--- config.mk ---
export PLATFORM = sky130hd
export DESIGN_NAME = obef_front
export DESIGN_NICKNAME = d
export VERILOG_FILES = /design/src/rtl/obef_pkg.sv /design/src/rtl/obef_front.sv
export SDC_FILE = /design/constraint.sdc
export NUM_CORES = 1
export LEC_CHECK = 0
export CORE_AREA = 2 2 85 87
export CTS_CLUSTER_SIZE = 24
export DETAILED_ROUTE_END_ITERATION = 6
export DIE_AREA = 0 0 87 89
export DONT_BUFFER_PORTS = 1
export GPL_TIMING_DRIVEN = 1
export PLACE_DENSITY = 0.38
export RECOVER_POWER = 50
export SKIP_CTS_REPAIR_TIMING = 1
export SLEW_MARGIN = 20
export SYNTH_ARGS = -nofsm -noshare
export SYNTH_HDL_FRONTEND = slang
export SYNTH_SLANG_ARGS = --single-unit
--- constraint.sdc ---
create_clock -name clk -period 5.1 [get_ports clk]
set_clock_uncertainty 0.1 [all_clocks]
set_input_delay 0.51 -clock clk [delete_from_list [all_inputs] [get_ports clk]]
set_output_delay 0.51 -clock clk [all_outputs]
set_load 0.05 [all_outputs]
--- src/rtl/obef_pkg.sv ---
// Shared types, constants and register codes for the oriented box extent fit.
package obef_pkg;

  // Stream index wraps at MAX_POINTS.
  localparam int MAX_POINTS  = 65536;
  localparam int IDX_W       = $clog2(MAX_POINTS);

  localparam int COORD_W     = 32;
  localparam int AXC_W       = 16;
  localparam int VAL_W       = 40;
  localparam int EXT_W       = 39;
  localparam int OIDX_W      = 16;

  localparam int QUEUE_DEPTH = 4;
  localparam int QPTR_W      = $clog2(QUEUE_DEPTH);

  localparam int PADDR_W     = 5;
  localparam int PDATA_W     = 32;

  // Cycles the axis derivation needs after reset or a register write.
  localparam int SETTLE_CYC  = 2;

  localparam logic signed [VAL_W-1:0] VAL_MAX = {1'b0, {(VAL_W-1){1'b1}}};
  localparam logic signed [VAL_W-1:0] VAL_MIN = {1'b1, {(VAL_W-1){1'b0}}};

  // Axis rows: principal (corrected), side, fixed. Columns: x, y, z.
  localparam int AX_M = 0;
  localparam int AX_C = 1;
  localparam int AX_A = 2;

  typedef logic signed [AXC_W-1:0] q15_t;
  typedef logic [2:0][2:0][AXC_W-1:0] axes_t;

  typedef struct packed {
    logic signed [COORD_W-1:0] point_x;
    logic signed [COORD_W-1:0] point_y;
    logic signed [COORD_W-1:0] point_z;
    logic                      last_point;
  } point_t;

  typedef struct packed {
    logic signed [VAL_W-1:0] center_x;
    logic signed [VAL_W-1:0] center_y;
    logic signed [VAL_W-1:0] center_z;
    logic [EXT_W-1:0]        extent_principal;
    logic [EXT_W-1:0]        extent_side;
    logic [EXT_W-1:0]        extent_fixed;
    logic [OIDX_W-1:0]       principal_min_index;
    logic [OIDX_W-1:0]       principal_max_index;
    logic [OIDX_W-1:0]       side_min_index;
    logic [OIDX_W-1:0]       side_max_index;
    logic [OIDX_W-1:0]       fixed_min_index;
    logic [OIDX_W-1:0]       fixed_max_index;
  } box_t;

  // Queue entry: a point stamped with its stream index.
  typedef struct packed {
    logic signed [COORD_W-1:0] x;
    logic signed [COORD_W-1:0] y;
    logic signed [COORD_W-1:0] z;
    logic                      last;
    logic [IDX_W-1:0]          idx;
  } qent_t;

  typedef struct packed {
    logic  push;
    qent_t ent;
  } q_wr_t;

  typedef struct packed {
    logic  valid;
    logic  full;
    qent_t head;
  } q_stat_t;

  typedef enum logic [2:0] {
    REG_AXIS_X = 3'd0,
    REG_AXIS_Y = 3'd1,
    REG_AXIS_Z = 3'd2,
    REG_DIR_X  = 3'd3,
    REG_DIR_Y  = 3'd4,
    REG_DIR_Z  = 3'd5
  } reg_idx_t;

  typedef enum logic [1:0] {
    BK_RUN,
    BK_MID,
    BK_MUL,
    BK_SUM
  } bk_state_t;

endpackage

--- src/rtl/obef_front.sv ---
// Front end: takes point requests, stamps the stream index, pushes the queue.
module obef_front import obef_pkg::*; (
  input  logic   clk,
  input  logic   rst,
  input  point_t point,
  input  logic   point_valid,
  output logic   point_stall,
  input  logic   settle,
  input  logic   q_full,
  output q_wr_t  q_wr
);

  logic [IDX_W-1:0] idx;

  assign point_stall = q_full || settle;

  always_comb begin
    q_wr.push     = point_valid && !point_stall;
    q_wr.ent.x    = point.point_x;
    q_wr.ent.y    = point.point_y;
    q_wr.ent.z    = point.point_z;
    q_wr.ent.last = point.last_point;
    q_wr.ent.idx  = idx;
  end

  // index restarts after the last point of a cluster and wraps at MAX_POINTS
  always_ff @(posedge clk) begin
    if (rst) begin
      idx <= '0;
    end else if (q_wr.push) begin
      if (point.last_point || idx == IDX_W'(MAX_POINTS - 1)) begin
        idx <= '0;
      end else begin
        idx <= idx + IDX_W'(1);
      end
    end
  end

endmodule

* Yosys cells after proc, flatten, opt, wreduce, memory -nomap -nowiden *
Index checks and enable logic that the tools add are counted.

operators by class
  $add $sub $neg = 1
  equal/unequal tests = 1
  multiplexer cells = 1
  reductions and logical operators = 4

operators by type and width
  kind                                                              count
  16-bit by 1-bit adder with 16-bit output (second input constant)  1
  16-bit equality test (second input constant)                      1
  16-bit 2-to-1 mux                                                 1
  1-bit logical OR                                                  2
  1-bit logical AND                                                 1
  1-bit zero test                                                   1

storage, ports and cells
  flip-flop bits (word level) = 16
  bits of input ports = 102

* Logic depth before layout (Yosys ltp) *
  word-level depth = 3
  depth in mapped cells = 7

* Worst setup path before layout *
OpenSTA, ideal clock, no wires.

  path type = reg-to-reg
  start = reg idx[0]
  end = reg idx[0]
  arrival time = 2.069 ns
  slack = 2.815 ns
  stages on the path, launching flop included = 7
  buffers on the path = 1
  period minus slack after synthesis = 2.285 ns
  cell sequence = dfxtp_1 -> ha_1 -> nand3_1 -> or3_4 -> o31ai_4 -> buf_6 -> nor2_1

on the way
  longest elaborated chain between the ends = 3

RTL lines
  item                                                                              line              text
  from (decl)                                                                       obef_front.sv:13  logic [IDX_W-1:0] idx;
  from (signal assigned)                                                            obef_front.sv:34  idx <= idx + IDX_W'(1);
  branches (longest 2 deep; another with 16-bit by 1-bit adder with 16-bit output)  -
  16-bit 2-to-1 mux (*)                                                             obef_front.sv:31  if (point.last_point || idx == IDX_W'(MAX_POINTS - 1)) begin

Every way passes the cells marked *.
A chain may end at the register's enable or synchronous reset.

* Worst setup path in the final report *
  start = reg idx[0]
  end = reg idx[8]

Same word-level chain as after synthesis.

==> summary.txt <==
Die
  – I/O Pins: 217
  – Die X: 87 um
  – Die Y-Extent: 89 um
  – Starting Density: 22.0%
  – Placeable Area: 0.00672 sq mm
  – Num rows: 30
  – Die area: 0.00774 sq mm

Logic synthesis
  – Ys Warns: 0
  – Synth Net Count: 286
  – Cells taking the most area after synthesis: buf_4, dfxtp_1, xnor2_1
  – Number of flops mapped to enable cells by yosys: 0
  – Mapped cell area: 0.00148 sq mm
  – Top_reg_cell synth: dfxtp_1
  – Mapped Cells: 183
  – Ys async rst share: 0%
  – #FFs+latches synth: 16
  – Post-synthesis sequential area ratio: 21.7%
  – Post-synth top cells: buf_4, dfxtp_1, nor2_1
  – Syn Area/Cell: 8.08 sq um
  – Post-synth top area share: 49.2%
  – Post-synth top area cell: buf_4
  – Most frequent cell after synthesis: buf_4
  – Distinct cell type count after synthesis: 23

Timing
  – Least-Margin Pin Slew: 646 ps
  – Max_slew headroom: 56.9%
  – WHS: 477 ps
  – Minimum clock period: 2610 ps
  – Worst Setup Slack, final: 2490 ps
  – Final setup vio count: 0
  – RSZ-0062 raised after global routing: no
  – Final hold violations: 0
  – Final slew viol count: 0
  – Setup TNS: 0 ps
  – Period utilization: 51.2%
  – Max frequency: 383 MHz

CTS
  – Register clock-pin slew on the reported worst setup and hold paths: 70 ps
  – CTS Buf Count: 3
  – Worst skew pair latency: 250 ps
  – TritonCTS Sinks: 16
  – CTS tree: built
  – Htree depth: 1
  – Clock root cell: clkbuf_8
  – Clock buffer depth: 2

GRT
  – First-pass GRT wire length: 4.01 mm
  – Congestion Overflow GR: 0
  – Pin count of the biggest net entering global routing: 17
  – Vias in the first global route: 658
  – Initial antenna violation count: 0
  – Total Routing Usage GR: 7.19%

Worst setup path
  – R2r endpoint: idx[8]
  – CP startpoint kind: flip-flop
  – Worst setup EP type: flip-flop
  – Reg2reg start: idx[0]
  – Worst R2R Path Depth: 5
  – Worst Path Max Fanout: 16
  – Critical path data required time: 5120 ps
  – Setup CP Type: reg -> reg
  – Reg2reg setup slack: 2490 ps
  – Arr. time, crit path: 2630 ps

Finish
  – Largest Register: idx
  – # diodes: 0
  – Post-layout nets: 192
  – Final Cell Area: 890 sq um
  – Final design utilization: 13.2%
  – Area grow syn2layout: -39.8%
  – Largest register FFs: 16
  – Layout cells sized above 1: 7.95%
  – Final cell count without fillers: 168
  – Biggest regs: idx: 16 flops

Drt
  – Routed wire length: 2.99 mm
  – Violation count after the first detailed-route iteration: 15
  – Met2 wire len: 1.32 mm
  – Top layer in use: met4
  – Initial DRT Pass Iterations: 4
  – Wire length per cell: 17.8 um
  – Met1 Wirelength: 940 um
  – DR WL met3: 463 um
  – Routed vias: 700
  – Vias/cell: 4.17
  – DRC violations left: 0
  – ANT nets after route: 0

Pwr
  – Power per Cell Area: 285 mW/mm^2
  – Worst VDD drop: 87.7 uV
  – Lkg Pwr: 0.248 nW
  – Total chip power: 254 uW

Placement
  – Port bufs: 0
  – Dpl cell area: 835 sq um
  – Dpl cells: 164
  – Routability cong.: 0.685
  – Pre-CTS setup slack: 2410 ps
  – Dpl hpwl: 2.35 mm

Hold path
  – Hold path startpoint: rst
  – Hold Path Class: in -> reg
  – Hold endpoint: idx[14]
  – Hold Path Stages: 3

Run
  – Max-cap violations: 0

Outcome
  – Status: completed
## where the power goes
part | total (mW) | internal [mW] | switching, mW | leakage, nW
combinational | 0.00943 | 0.00204 | 0.00738 | 0.0899
clock | 0.116 | 0.0686 | 0.0474 | 0.0288
sequential | 0.128 | 0.125 | 0.00276 | 0.129
## worst max-delay path: stages, from the launching register on
cell     delay [ps]
dfxtp_1         720
ha_1            270
nand3_1         180
or3_4           480
o31ai_4         590
nor2_1          120
## how the worst max path moves through the flow
stage / cells past startpoint / from / to / slack, ps
2_1_floorplan: 6 / idx[0] / idx[0] / 2820
3_3_place_gp: 5 / idx[0] / idx[4] / 2470
3_5_place_dp: 5 / idx[0] / idx[8] / 2410
4_1_cts: 5 / idx[0] / idx[8] / 2400
5_1_grt: 5 / idx[0] / idx[8] / 2260
6_report: 5 / idx[0] / idx[8] / 2490
## layer usage
layer | global-route usage, % | vias up
met3 | 3.88 | 23
met2 | 10.5 | 59
met5 | 0 | -
met1 | 6.80 | 318
met4 | 7.95 | 0
li1 | - | 300
## placed cells by master, fill, tap and decap left out, drive strengths merged
cell type,netlist,routed
a21oi,5,5
and4,1,1
clkbuf,0,4
dfxtp,16,16
ha,1,1
inv,4,4
nand2,6,6
nand3,4,4
nand4,4,4
nor2,13,13
nor3,2,2
nor4,3,3
nor4b,1,1
o21ai,3,3
o31ai,1,1
or2,1,1
or3,6,6
or3b,1,1
xnor2,9,9
xor2,3,3
## logic make-up after synthesis
logic type,after synthesis,share of synthesized area (%)
flops,16,21.7
simple gates,42,14.9
buf+inv,103,51.4
fa+ha+maj,1,0.846
xor+xnor,12,7.11
compound gates,9,4.14
## area by class of cell
class / instances / area [sq um]
flip-flops and latches: 16 / 320
inverters: 4 / 15.0
multi-input cells: 64 / 399
well taps: 80 / 100
fillers: 767 / 5830
clock buffers: 4 / 55.1
No activity file was read; power rests on OpenSTA's default activity.
