### src/rtl/obef_pkg.sv
// Shared types, constants and register codes for the oriented box extent fit.
package obef_pkg;

  // Stream index wraps at MAX_POINTS.
  localparam int MAX_POINTS  = 65536;
  localparam int IDX_W       = $clog2(MAX_POINTS);

  localparam int COORD_W     = 32;
  localparam int AXC_W       = 16;
  localparam int VAL_W       = 40;
  localparam int EXT_W       = 39;
  localparam int OIDX_W      = 16;

  localparam int QUEUE_DEPTH = 4;
  localparam int QPTR_W      = $clog2(QUEUE_DEPTH);

  localparam int PADDR_W     = 5;
  localparam int PDATA_W     = 32;

  // Cycles the axis derivation needs after reset or a register write.
  localparam int SETTLE_CYC  = 2;

  localparam logic signed [VAL_W-1:0] VAL_MAX = {1'b0, {(VAL_W-1){1'b1}}};
  localparam logic signed [VAL_W-1:0] VAL_MIN = {1'b1, {(VAL_W-1){1'b0}}};

  // Axis rows: principal (corrected), side, fixed. Columns: x, y, z.
  localparam int AX_M = 0;
  localparam int AX_C = 1;
  localparam int AX_A = 2;

  typedef logic signed [AXC_W-1:0] q15_t;
  typedef logic [2:0][2:0][AXC_W-1:0] axes_t;

  typedef struct packed {
    logic signed [COORD_W-1:0] point_x;
    logic signed [COORD_W-1:0] point_y;
    logic signed [COORD_W-1:0] point_z;
    logic                      last_point;
  } point_t;

  typedef struct packed {
    logic signed [VAL_W-1:0] center_x;
    logic signed [VAL_W-1:0] center_y;
    logic signed [VAL_W-1:0] center_z;
    logic [EXT_W-1:0]        extent_principal;
    logic [EXT_W-1:0]        extent_side;
    logic [EXT_W-1:0]        extent_fixed;
    logic [OIDX_W-1:0]       principal_min_index;
    logic [OIDX_W-1:0]       principal_max_index;
    logic [OIDX_W-1:0]       side_min_index;
    logic [OIDX_W-1:0]       side_max_index;
    logic [OIDX_W-1:0]       fixed_min_index;
    logic [OIDX_W-1:0]       fixed_max_index;
  } box_t;

  // Queue entry: a point stamped with its stream index.
  typedef struct packed {
    logic signed [COORD_W-1:0] x;
    logic signed [COORD_W-1:0] y;
    logic signed [COORD_W-1:0] z;
    logic                      last;
    logic [IDX_W-1:0]          idx;
  } qent_t;

  typedef struct packed {
    logic  push;
    qent_t ent;
  } q_wr_t;

  typedef struct packed {
    logic  valid;
    logic  full;
    qent_t head;
  } q_stat_t;

  typedef enum logic [2:0] {
    REG_AXIS_X = 3'd0,
    REG_AXIS_Y = 3'd1,
    REG_AXIS_Z = 3'd2,
    REG_DIR_X  = 3'd3,
    REG_DIR_Y  = 3'd4,
    REG_DIR_Z  = 3'd5
  } reg_idx_t;

  typedef enum logic [1:0] {
    BK_RUN,
    BK_MID,
    BK_MUL,
    BK_SUM
  } bk_state_t;

endpackage

### src/rtl/obef_queue.sv
// Short queue of stamped points between front and back.
module obef_queue import obef_pkg::*; (
  input  logic    clk,
  input  logic    rst,
  input  q_wr_t   q_wr,
  input  logic    pop,
  output q_stat_t q_stat
);

  qent_t             mem [QUEUE_DEPTH];
  logic [QPTR_W-1:0] wr_ptr;
  logic [QPTR_W-1:0] rd_ptr;
  logic [QPTR_W:0]   count;

  always_ff @(posedge clk) begin
    if (q_wr.push) begin
      mem[wr_ptr] <= q_wr.ent;
    end
  end

  always_ff @(posedge clk) begin
    if (rst) begin
      wr_ptr <= '0;
      rd_ptr <= '0;
      count  <= '0;
    end else begin
      if (q_wr.push) begin
        wr_ptr <= (wr_ptr == QPTR_W'(QUEUE_DEPTH - 1)) ? '0 : wr_ptr + QPTR_W'(1);
      end
      if (pop) begin
        rd_ptr <= (rd_ptr == QPTR_W'(QUEUE_DEPTH - 1)) ? '0 : rd_ptr + QPTR_W'(1);
      end
      if (q_wr.push && !pop) begin
        count <= count + (QPTR_W+1)'(1);
      end else if (pop && !q_wr.push) begin
        count <= count - (QPTR_W+1)'(1);
      end
    end
  end

  always_comb begin
    q_stat.valid = (count != '0);
    q_stat.full  = (count == (QPTR_W+1)'(QUEUE_DEPTH));
    q_stat.head  = mem[rd_ptr];
  end

endmodule

### config.mk
export PLATFORM = sky130hd
export DESIGN_NAME = obef_queue
export DESIGN_NICKNAME = d
export VERILOG_FILES = /design/src/rtl/obef_pkg.sv /design/src/rtl/obef_queue.sv
export SDC_FILE = /design/constraint.sdc
export NUM_CORES = 1
export LEC_CHECK = 0
export ABC_AREA = 1
export BUFFER_PORTS_ARGS = -buffer_cell sky130_fd_sc_hd__buf_2
export CELL_PAD_IN_SITES_DETAIL_PLACEMENT = 0
export CELL_PAD_IN_SITES_GLOBAL_PLACEMENT = 1
export CORE_ASPECT_RATIO = 0.8
export CORE_MARGIN = 4
export CORE_UTILIZATION = 47
export DETAILED_ROUTE_END_ITERATION = 8
export PLACE_DENSITY_LB_ADDON = 0.1
export SKIP_LAST_GASP = 1
export SYNTH_ARGS = -nofsm -noshare
export SYNTH_HDL_FRONTEND = slang
export SYNTH_SLANG_ARGS = --single-unit
### constraint.sdc
create_clock -name clk -period 4.55 [get_ports clk]
set_clock_uncertainty 0.1 [all_clocks]
set_input_delay 0.2275 -clock clk [delete_from_list [all_inputs] [get_ports clk]]
set_output_delay 0.2275 -clock clk [all_outputs]
set_load 0.03 [all_outputs]
**Word-level counts from Yosys, hierarchy flattened**

Memory sizes are Yosys's and may differ from the RTL's. A register that Yosys moved wholly into a read port is not among the register bits.
Cells that the tools add are included.

- Memories: 1
- Logic and storage cells: 25
- Input port bits: 117
- RAM bits: 452
- Register bits after elaboration: 7
- Output and inout bits: 115

Memories:

| name | words | bits a word | read ports | clocked after memory_dff | write ports | RTL line | source |
|---|---|---|---|---|---|---|---|
| mem | 4 | 113 | 1 | 1 | 1 | obef_queue.sv:10 | `qent_t mem [QUEUE_DEPTH];` |

- $add $sub $neg: 4
- Equal/unequal tests: 3
- Muxes and demuxes: 8
- Reduce and logical (&&, ||, !) cells: 6

Operators with widths:

| kind | number |
|---|---|
| $mux 2 | 4 |
| $mux 3 | 2 |
| $add 2x1->2 const B | 2 |
| $eq 2x2->1 const B | 2 |
| $add 3x1->3 const B | 1 |
| $eq 3x3->1 const B | 1 |
| $reduce_bool 3->1 | 1 |
| $sub 3x1->3 const B | 1 |
| $logic_and 1x1->1 | 2 |
| $logic_not 1->1 | 2 |
| $mux 1 | 2 |
| $reduce_bool 2->1 | 1 |

**Longest topological paths before layout**

Gate-level depths: netlist of run 1.

- Word-level depth: 4
- Gate-level depth with buffers: 10
- Depth with buffers taken out: 10

**Worst setup path before layout of run 1**

Ideal clock, no wire load.

- Path kind: reg2reg
- Start: reg wr_ptr[0]
- End: mem mem[3][0] (netlist name), enable pin
- Library setup time: 466 ps
- Path slack: 1213 ps
- Data required time: 3984 ps
- Path buffers: 0
- Stages on the path, launching flop included: 4
- Arrival: 2770 ps
- Clock period less this slack: 3337 ps
- Cells stage by stage: dfxtp_1 > ha_1 > nand2_1 > inv_1

RTL lines:

| item | RTL line | source |
|---|---|---|
| start: declaration | obef_queue.sv:11 | `logic [QPTR_W-1:0] wr_ptr;` |
| start signal: assignment | obef_queue.sv:28 | `wr_ptr <= (wr_ptr == QPTR_W'(QUEUE_DEPTH - 1)) ? '0 : wr_ptr + QPTR_W'(1);` |
| end: declaration | obef_queue.sv:10 |  |

Straight into the memory's write port.

==> results of run 1 <==
## worst reg2reg max path: stages, from the launching register on
cell and delay (ns):
dfxtp_1 0.40, ha_1 0.17, nand2_1 0.08, inv_4 0.72, buf_4 0.50
## cell families after synthesis
group | count (synthesis) | share of synthesized area [%]
fa+ha+maj | 7 | 0.5537
buf+inv | 89 | 2.944
simple gates | 249 | 5.486
flops | 461 | 80.09
xor+xnor | 1 | 0.05101
compound gates | 345 | 10.88
## registers in the layout, summed over array words and instances (netlist names), named ones only
name,flops
count,3
wr_ptr,2
rd_ptr,2
mem,452
## final timing paths
check,start,endpoint,slack (ns)
max,flop,q_stat[10],1.16
min,q_wr[4],mem[2][4],0.34
max reg2reg,wr_ptr[0],mem[1][46],2.26
min reg2reg,wr_ptr[1],wr_ptr[1],0.43
## where the power goes
| group | leakage (nW) | internal, W | switching, W |
|---|---|---|---|
| clock network | 0.715 | 0.00222 | 0.00149 |
| registers | 4.23 | 0.00486 | 0.0000590 |
| logic | 2.56 | 0.000352 | 0.000836 |
| total | 7.51 | 0.00743 | 0.00238 |
## per-layer routing
| layer | global-route usage, % | part of all wire (%) |
|---|---|---|
| met1 | 25.53 | 45 |
| met2 | 30.80 | 48 |
| met5 | 0 | 0.034 |
| met3 | 3.896 | 5.9 |
| met4 | 4.702 | 1.8 |
## final cells by class
cell class	count	area [µm²]
Multi-Input combinational cell	602	2914
Sequential cell	461	13760
Clock buffer	57	1214
Tap cell	480	600.6
Clock inverter	23	254.0
Timing Repair Buffer	362	2482
Inverter	16	76.32
Fill cell	2856	14690
Antenna cell	1	2.502
## cell usage in the layout (no fill, tap or decap)
master         netlist  final
nand3_1              1      1
inv_6                1      2
dlygate4sd3_1        0    117
fa_1                 1      1
dfxtp_1              9      7
ha_1                 6      6
o22ai_1            113    113
clkinv_2             0      5
clkinv_1             0     12
nor2_1             235    235
clkbuf_16            0     47
clkbuf_1            36     10
xor2_1               1      1
buf_12               0      4
nand4_1              1      1
a21oi_1              3      3
diode_2              0      1
dfxtp_4              0      2
edfxtp_1           452    452
nand2_1              9      9
inv_4                0      4
buf_2               16    231
o21ai_0            199    199
inv_1               14     10
o21ai_1             30     30
buf_4                4     10
nor3_1               3      3
bufinv_16            0      6
## metrics by stage
stage	cell area, µm²	cells
6_report	21300	2002
4_1_cts	21300	2001
5_1_grt	21300	2002
3_3_place_gp	18660	1804
3_5_place_dp	18660	1804
2_1_floorplan	17170	1152
## repair_timing
item,CTS,global route
hold buffers,117,0
buffers inserted,0,0
gates resized for setup,0,0
endpoints found under the hold margin,461,0
==> results list, run 1 <==
- The run finished with clean final reports.
* Detailed-route DRC error count: 0
- Counting both buffers and inverters, the worst setup path holds a total of 3.
- Via count of the routed design: 10504
- The total area inside the core boundary comes to 0.03599 mm².
- The die is 221.7 µm wide.
- Across all hold checks on the routed design, the worst slack comes to 0.3363 ns.
- The min-delay analysis places its worst path in the category in2reg.
- In this run, CTS created clock tree buffers numbering 45.
* Crit path cell chain: clkinv_2 > buf_4 > o21ai_0 > o22ai_1 > buf_2
- Area growth, synth to finish: 24.06%
* Warnings, synthesis: 0
- IR analysis of the VDD net gives a maximum drop of 0.3457 mV.
- Clk slew on worst S/H paths: 0.06 ns
* Aggregate negative setup slack: 0 ns
- Fraction of layout instances using a drive strength above 1: 20.45%
* Count leader, synth: edfxtp_1
* Die Outline Area: 0.03968 mm²
- Summed over all instances, the cell type with the most area after synthesis is edfxtp_1.
* DR pass1 iterations: 5
- By count the netlist is led by edfxtp_1 (452), nor2_1 (235), o21ai_0 (199).
- Synthesis produced a netlist with a net count of 1276.
- Final worst slack: 1.160 ns
* Overall power: 0.009810 W
- Pin count of the biggest net entering global routing: 126
- Total grt overflow: 0
* Final setup violation count: 0
- Cell row count: 62
- In the synthesized netlist the async set-or-reset flop fraction comes to 0%.
* Post-DP HPWL: 20790 µm
* Flip-flop cell with the highest count after synthesis: edfxtp_1
- Max-cap viol count: 0
* Count of buffers from port buffering: 231
- Initial DRC Count: 620
- Category of the most critical setup path: reg2out
- Measured slew at the worst slew-check pin: 1.009 ns
* Power density normalized to cell area: 460.5 mW/mm²
- The final-report hold violation count came to 0.
- Max clock buf depth: 3
- Wire length per cell: 19.24 µm
- Number of antenna violations at the first check in global routing: 2
* CTS tree: yes
- Routed vias/inst: 5.247
- The number of pins exceeding their max-slew limit in the final report was 0.
* Period minus WS final: 3.390 ns
- For this run, the post-layout net count is 1612.
- Total Wirelength: 38520 µm
- Timing analysis after detailed placement gives a worst setup slack of 1.604 ns.
- For the worst-skew pair, the clock arrives at the later sink with an insertion delay of 0.54 ns.
- In this run the static leakage power is 7.506 nW.
* Residual antenna-violating net count after detailed routing: 0
- Largest driver fanout on the critical path: 56
- The synthesized design contains 452 enable-type register cells.
* Stage delay of the slowest cell on the critical path: 0.84 ns
- The tree is rooted in a clkbuf_16.
- Share of the core filled with cells in the final layout: 59.19%
* Height of the die: 179.0 µm
- CP delay by family, top: buffers and inverters
- Number of stages on the worst hold path: 2
- In the finished design, the share of the clock period the worst path needs comes to 74.51%.
* Kind of capture point of the worst setup path: output pin
- Final RePlAce weighted congestion: 0.6988
- Mapped Cells: 1152
- Via count of the first global-routing pass: 10209
- Max-slew headroom at the worst pin: 32.75%
- CP required: 4.22 ns
* Unrepaired setup endpoints after global routing: false
- The H-tree was split into 2 levels.
- Counting cells, the worst reg-to-reg path comes to 4.
- The first global-routing pass estimated 57930 µm of wire.
- After synthesis, the cell types taking the most area are edfxtp_1 (79%), o21ai_0 (5.8%), nor2_1 (5.1%).
- Total routing usage reported by global routing: 18.56%
- Starting utilization of the core area: 47.71%
* Critical path data arrival time: 3.06 ns
* Highest achievable clock rate: 295.0 MHz
- Post-synth top area share: 79.04%
* Crit start category: flop
- The clock net in this run drives a total of 461 sinks.
- #FFs+latches synth: 461
- Crit-path slowest cell: clkinv_2
- Counting buffers and inverters, the worst setup path is 5 cells deep.
- Distinct cell type count of the synthesized netlist: 22
- Post-Synthesis Cell Area: 0.01717 mm²
- A synthesized cell averages 14.91 µm².
- 232 I/O pins were placed.
* Sequential-to-total area share from yosys stat: 80.09%
(Power assumes the default switching activity.)
==> inputs of run 2 (changes only) <==
- ABC_AREA: 1 -> 0
- CORE_UTILIZATION: 47 -> 50
- clock period: 4.55 -> 3.4 ns (I/O delays scaled with it)
==> run 2 against run 1 <==
  * Cell count fell by 26%
  * Non-clock buffer count down 2
  * Routed wire length shrank 16%
  * Synthesized cell count decreased by 45%
  * Synthesized area fell by 2.3%
  * Setup slack worse by 0.30 ns
  * Design area shrank 1.7%
  * Register-to-register slack worse by 0.94 ns
  * Clock power up 19%
  * Highest routed layer unchanged
==> results list, run 2 <==
- Max-slew headroom at the worst pin: 54.94%
- Timing would allow up to 393.7 MHz.
* Crit-path slowest cell: dfxtp_4
* Arithmetic-cell share of the synthesized area counting full adders, half adders and majority gates: 0.5670%
- Post-Synthesis Cell Area: 0.01677 mm²
- After detailed routing, the number of remaining DRC violations is 0.
- Starting utilization of the core area: 51.16%
* Clk Latency, worst-skew pair: 0.54 ns
- WP depth: 3
* Total grt overflow: 0
- Crit path cell chain: buf_4 > mux4_2 > buf_2
- Post-Synthesis Mean Instance Area: 26.41 µm²
* #FFs+latches synth: 461
* Max clock buf depth: 3
- CTS tree: yes
* Post-route clock period utilization: 74.71%
- From left edge to right edge, the die measures 212.8 µm.
- Post-CTS timing repair inserted 0 buffers for setup.
* Most frequent standard cell in the layout excluding fill and tap cells: edfxtp_1
- Fraction of layout instances using a drive strength above 1: 39.94%
- Including well taps, the total number of placed cells is 1279.
- Number of antenna violations at the first check in global routing: 2
- STA classifies the critical path endpoint as an output pin.
- Unrepaired setup endpoints after global routing: false
- Clk slew on worst S/H paths: 0.06 ns
- Cell row count: 59
* Placeable Area: 0.03278 mm²
- Number of flip-flops in the largest register: 452
- Class of the tightest hold or removal check: in2reg
- For this run, the slowest stage of the critical path takes 0.65 ns.
- Total Wirelength: 32230 µm
- Initial DRC Count: 512
- Crit start category: flop
- The worst setup path is of the reg2out kind.
- Most frequent cells in the layout: edfxtp_1 (452), buf_2 (231), dlygate4sd3_1 (117)
- Height of the die: 171.8 µm
* DR pass1 iterations: 6
- Final cell count without fillers: 1476
- Post-synthesis simple-gate area fraction: 0.4700%
- The via count of the first global-routing pass was 8585.
- For the worst setup path, the data arrival time is 2.27 ns.
* Routed vias/inst: 5.363
* Pin count of the biggest net entering global routing: 105
* Leading post-synthesis cells by cell area: edfxtp_1 (81%), mux4_2 (15%), dfxtp_1 (1.1%)
- CP required: 3.13 ns
* Sequential-to-total area share from yosys stat: 82.01%
* Wire length per cell: 21.83 µm
- The worst register-to-register path begins at wr_ptr[0].
- Setup slack, reg-to-reg: 1.32 ns
- The synthesized netlist devotes 0.08953% of its cell area to compound gates.
- In this run the critical register-to-register path is captured at mem[1][55].
- Max-cap viol count: 0
* Antenna diode count: 0
- Among all cell types in the netlist, the one instantiated most often is edfxtp_1.
- Buffers inserted during clock tree synthesis total 44.
* Combinational family with the most area after synthesis: multiplexers
- Area growth, synth to finish: 24.82%
- Aggregate negative setup slack: 0 ns
* Power density normalized to cell area: 593.7 mW/mm²
* Largest driver fanout on the critical path: 31
- Yosys mapped a number of flops with a built-in enable equal to 452.
- CTS saw 461 sinks.
- Worst-case reg-to-reg path depth: 3
- The number of pins exceeding their max-slew limit in the final report was 0.
* First-pass GRT wire length: 49410 µm
- Count of buffers from port buffering: 231
* CP delay by family, top: flip-flops
- Number of placed I/O pins: 232
* Number of endpoints with negative hold slack in the final report: 0
- Area share of xor/xnor cells in the synthesized design: 0.1045%
* Total number of H-tree levels: 2
- The die covers 0.03655 mm².
* Most numerous cell types in the synthesized netlist: edfxtp_1 (452), mux4_2 (113), buf_2 (12)
- During synthesis, Yosys emitted a total of 0 warnings.
* Post-synthesis async set-or-reset flop share: 0%
- Period minus WS final: 2.540 ns
- Largest registers: mem x452, count x3
- Number of inserted filler cells in the final layout: 2228
- After technology mapping, the gate count stands at 635.
- Counting every net in the synthesized netlist gives 759.
- Global routing consumed, over all layers together, 17.80% of the routing resources.
- The number of different library cells used by synthesis comes to 18.
- Together, buffers and inverters on the worst path number 2.
- Post-DP HPWL: 19280 µm
- The detail route stage leaves a number of antenna-violating nets equal to 0.
- Post-CTS Resized: 0
- For the pin with the worst max-slew slack, the measured transition is 0.6759 ns.
- Reg with most FFs: mem
- After the last flow step, the layout net total stands at 1139.
* Flip-flop cell with the highest count after synthesis: edfxtp_1
- Multiplexer cells account for 15.41% of the synthesized area.
* CP Capture Point: q_stat[33]
* Outcome: complete, no violations
- Post-synth top area share: 80.94%
- Yosys top cell by area: edfxtp_1
- Final setup violation count: 0
* Final RePlAce weighted congestion: 0.7412
- Across the VDD grid, the largest voltage drop is 0.5144 mV.
- The root buffer cell chosen for the clock tree is clkbuf_16.
- For this block, the via count after detailed routing is 7916.
- Leakage Power: 7.120 nW
- Hold buffers post-CTS: 117
run 2: cell count changes after synthesis, moves of 4 or more:
cell,before,now
and2_1,0,4
buf_2,16,12
buf_4,4,0
buf_6,16,1
buf_8,1,8
clkbuf_1,36,5
inv_1,14,4
mux2i_1,0,4
mux4_2,0,113
nand2_1,9,0
nor2_1,235,7
o21ai_0,199,1
o21ai_1,30,0
o22ai_1,113,0
run 2: cell families (layout without fill, tap and decap cells):
| family | after synthesis | after routing |
|---|---|---|
| flops | 461 | 461 |
| buf+inv | 30 | 444 |
| mux | 117 | 117 |
| compound gates | 3 | 3 |
| xor+xnor | 2 | 2 |
| simple gates | 15 | 15 |
| fa+ha+maj | 7 | 7 |
run 2: layout make-up:
class,count,area (µm²),share of cell area (%)
timing repair buffer,360,2517,12.03
clock buffer,58,1196,5.714
inverter,4,15.01,0.07173
clock inverter,22,107.6,0.5140
tap,427,534.3,2.552
sequential,461,13760,65.74
multi-input combinational,144,2801,13.38
run 2: how the worst min path moves through the flow:
stage,startpoint,to,cells past startpoint
4_1_cts,q_wr[94],mem[3][94],2
5_1_grt,q_wr[7],mem[1][7],2
3_3_place_gp,q_wr[108],mem[3][108],1
3_5_place_dp,q_wr[105],mem[3][105],1
6_report,q_wr[94],mem[2][94],2
2_1_floorplan,rst,count[2],1
run 2: stage by stage:
stage | util, % | hold slack (ns) | setup WS (ns) | area [µm²] | power (W)
3_3_place_gp | 56.31 | 0.2787 | 1.369 | 18460 | 0.008018
2_1_floorplan | - | 0.1391 | 0.9138 | 16770 | 0.007594
3_5_place_dp | 56.31 | 0.2869 | 1.313 | 18460 | 0.008053
5_1_grt | 63.86 | 0.2526 | 0.6890 | 20930 | 0.01293
4_1_cts | 63.86 | 0.2434 | 0.7806 | 20930 | 0.01258
6_report | 63.86 | 0.2772 | 0.8597 | 20930 | 0.01243
run 2: per-layer routing:
| layer | global-route usage [%] | vias to the layer above | wire [µm] |
|---|---|---|---|
| met5 | 0 | - | 26 |
| met2 | 29.94 | 238 | 16330 |
| met1 | 24.08 | 4124 | 13480 |
| met3 | 4.431 | 44 | 1892 |
| li1 | - | 3506 | - |
| met4 | 4.003 | 4 | 491 |
run 2: where the power goes:
| part | total [W] | leakage [nW] | internal [W] | switching [W] |
|---|---|---|---|---|
| clock | 0.00441 | 0.644 | 0.00247 | 0.00194 |
| sequential | 0.00658 | 4.23 | 0.00651 | 0.0000694 |
| combinational | 0.00144 | 2.25 | 0.000558 | 0.000879 |
| total | 0.0124 | 7.12 | 0.00954 | 0.00288 |
==> inputs of run 3 (changes only) <==
- ABC_AREA: 0 -> 1
- CORE_UTILIZATION: 50 -> 43
- clock period: 3.4 -> 2.3 ns (I/O delays scaled with it)
==> run 3 against run 2 <==
  * Combinational power up 78%
  * Sequential power rose by 47%
  * Clock power is 53% higher
  * Die area increased by 18%
  * First-iteration DRC count rose by 19%
  * Register-to-register slack lost 0.73 ns
  * Global-route usage is 0.15 points lower
  * Total power increased by 53%
  * Sequential share of layout area fell by 2.5 points
  * Critical path type unchanged
  * Critical endpoint is now q_stat[14]
  * Largest power group unchanged
==> results list, run 3 (synthesized netlist as in run 1, its figures left out) <==
- Hold timing on the final database bottoms out at a slack of 0.2172 ns.
- The initial antenna violation count is 2.
- CP required: 2.09 ns
- Total CTS buffers: 45
- Highest achievable clock rate: 450.6 MHz
- The pre-antenna-repair detailed-routing pass consisted of 4 iterations.
* Max-cap viol count: 0
* Final setup violation count: 0
- Period minus WS final: 2.219 ns
- In this run the worst hold path is classified as in2reg.
- The tree is rooted in a clkbuf_16.
- Of the total power, the share spent switching nets is 25.18%.
* Via count of the routed design: 10649
- Area growth, synth to finish: 26.70%
- Post-DP HPWL: 21080 µm
* CTS tree: yes
- Power spread over the standard cell area amounts to 873.7 mW/mm².
* Critical path data arrival time: 2.00 ns
- Number of stages on the worst hold path: 2
* Number of flip-flops in the largest register: 452
- Fraction of power consumed by the clock network: 35.6%
- Summed over all layers, the routed wires come to 40490 µm.
- The flow ran to the end, and the final reports show no timing, DRC or antenna violations.
* Critical R2R Launch: wr_ptr[0]
- The largest registers in the layout are mem x452, count x3.
- Once the floorplan was initialized, standard cells occupied 43.54% of the core.
- Placeable Area: 0.03944 mm²
- Summed over all nets, the switching power comes to 0.004788 W.
- Hold path endpoint: mem[3][98]
- Total grt overflow: 0
- The endpoint identified for the worst register-to-register timing path is mem[2][6].
* Number of placed I/O pins: 232
- Dividing the final minimum period by the clock period gives 96.50%.
- At the end of the flow, the number of nets in the layout was 1631.
* Crit path cell chain: buf_4 > buf_16 > o21ai_0 > o22ai_1 > buf_2
- Cell internal power was estimated by the tool at 0.01422 W.
- Setup repair after global routing could not meet its margin everywhere.
* Overall power: 0.01901 W
* Category of the most critical setup path: reg2out
* Reg with most FFs: mem
* Largest driver fanout on the critical path: 39
* Final RePlAce weighted congestion: 0.6852
* Height of the die: 186.7 µm
- Entering global routing, the biggest net connects 103 pins.
- The via count of the first global-routing pass is 10525.
- Crit start category: flop
* Clk Latency, worst-skew pair: 0.55 ns
- Stage delay of the slowest cell on the critical path: 0.38 ns
- Leakage Power: 7.637 nW
- Summing all non-filler instances in the final layout gives an area of 0.02176 mm².
- Crit-path slowest cell: dfxtp_4
* Number of inserted filler cells in the final layout: 3284
- Number of max-slew violations in the final report: 0
- Max-slew headroom at the worst pin: 67.64%
* Residual antenna-violating net count after detailed routing: 0
- Sequential cells account for 50.9% of the total power.
* Wire length per cell: 19.49 µm
* Measured slew at the worst slew-check pin: 0.4854 ns
* Max clock buf depth: 3
- First-pass GRT wire length: 60230 µm
* CP delay by family, top: buffers and inverters
- Most frequent standard cell in the layout excluding fill and tap cells: edfxtp_1
- Initial DRC Count: 608
- Die Span X: 231.4 µm
- In the routed design, unresolved DRC markers number 0.
- Count of buffers from port buffering: 231
* Kind of capture point of the worst setup path: output pin
- Worst Hold Launch: q_wr[98]
- Per report_power, the combinational group accounts for 13.5% of the total.
- The final-report hold violation count was 0.
- The die covers 0.04322 mm².
- Buffer and inverter count on the worst path: 3
* Total routing usage reported by global routing: 17.64%
* Worst-case reg-to-reg path depth: 5
- Leaving out fill and tap cells, the most frequent cells in the layout are edfxtp_1 (452), nor2_1 (235), buf_2 (227).
- The setup check on the worst reg-to-reg path leaves a slack of 0.59 ns.
* Cell row count: 65
* Placed Area: 0.01901 mm²
* VDD IR-drop max: 0.5537 mV
* Total number of H-tree levels: 2
- Routed vias/inst: 5.127
* CTS sink count: 461
- Cells with a size suffix above 1 make up 22.14% of the layout.
- Clock-pin slew was measured on the worst setup and hold paths at 0.06 ns.
==> run 3: cell types whose count changed in the layout (fill, tap and decap cells not counted), sizes merged, moves of 8 or more <==
cell   change
mux4     -113
o22ai    +113
buf       +14
o21ai    +228
inv        +8
nor2     +228
nand2      +9
==> run 3: worst max path at each step <==
stage / startpoint / depth (start not counted) / to / slack (ns)
after global placement: wr_ptr[0] / 5 / mem[2][3] / 0.55
after CTS: flop / 4 / q_stat[76] / -0.02
after floorplan: wr_ptr[0] / 4 / mem[0][0] / -0.47
after global routing: flop / 6 / q_stat[75] / -0.02
after detailed placement: flop / 5 / q_stat[9] / 0.52
final: flop / 5 / q_stat[14] / 0.08
==> run 3: what timing repair did <==
item / in CTS / in global routing
hold buffers: 117 / 0
cloned: 0 / 4
setup endpoints to repair: 44 / 60
pin swaps: 0 / 2
hold endpoints to repair: 461 / 0
resized for setup: 3 / 17
buffers inserted: 0 / 4
==> run 3: worst reg2reg max path: cells and delay by family (launching register included) <==
family / cells / cell delay [ns]
buf+inv: 3 / 0.73
flops: 1 / 0.37
fa+ha+maj: 1 / 0.17
simple gates: 1 / 0.07
==> run 3: metrics by stage <==
stage	worst slack, ns	utilization (%)	setup TNS [ns]	instances
global placement	0.5481	48.20	0	1871
global route	-0.01804	55.16	-0.03519	2077
CTS	-0.02088	54.57	-0.06359	2068
detailed placement	0.5227	48.20	0	1871
floorplan	-0.4705	-	-211.81	1152
finish	0.08054	55.16	0	2077
==> run 3: per-layer routing <==
| metal | global-route usage, % | wire length (µm) | up-vias |
|---|---|---|---|
| li1 | - | - | 5070 |
| met1 | 24.42 | 18410 | 5307 |
| met2 | 28.82 | 19310 | 217 |
| met3 | 3.938 | 2152 | 53 |
| met4 | 4.069 | 614 | 2 |
| met5 | 0 | 7 | - |
==> run 3: cell type report <==
class                           instances  area (µm²)  share of cell area (%)
Sequential cell                       461       13760                   63.25
Timing Repair Buffer                  381        2948                   13.55
Multi-Input combinational cell        602        2942                   13.52
Clock buffer                           55        1164                   5.348
Tap cell                              536       670.6                   3.082
Clock inverter                         25       166.4                  0.7648
Inverter                               16       102.6                  0.4715
Antenna cell                            1       2.502                 0.01150
==> run 3: power by group through the flow <==
stage	sequential [W]	clock, W	combinational (W)
after floorplan	0.00987	0	0.00147
after global placement	0.00986	0	0.00232
after detailed placement	0.00986	0	0.00234
after CTS	0.00969	0.00696	0.00250
after global routing	0.00970	0.00732	0.00278
final	0.00968	0.00676	0.00257
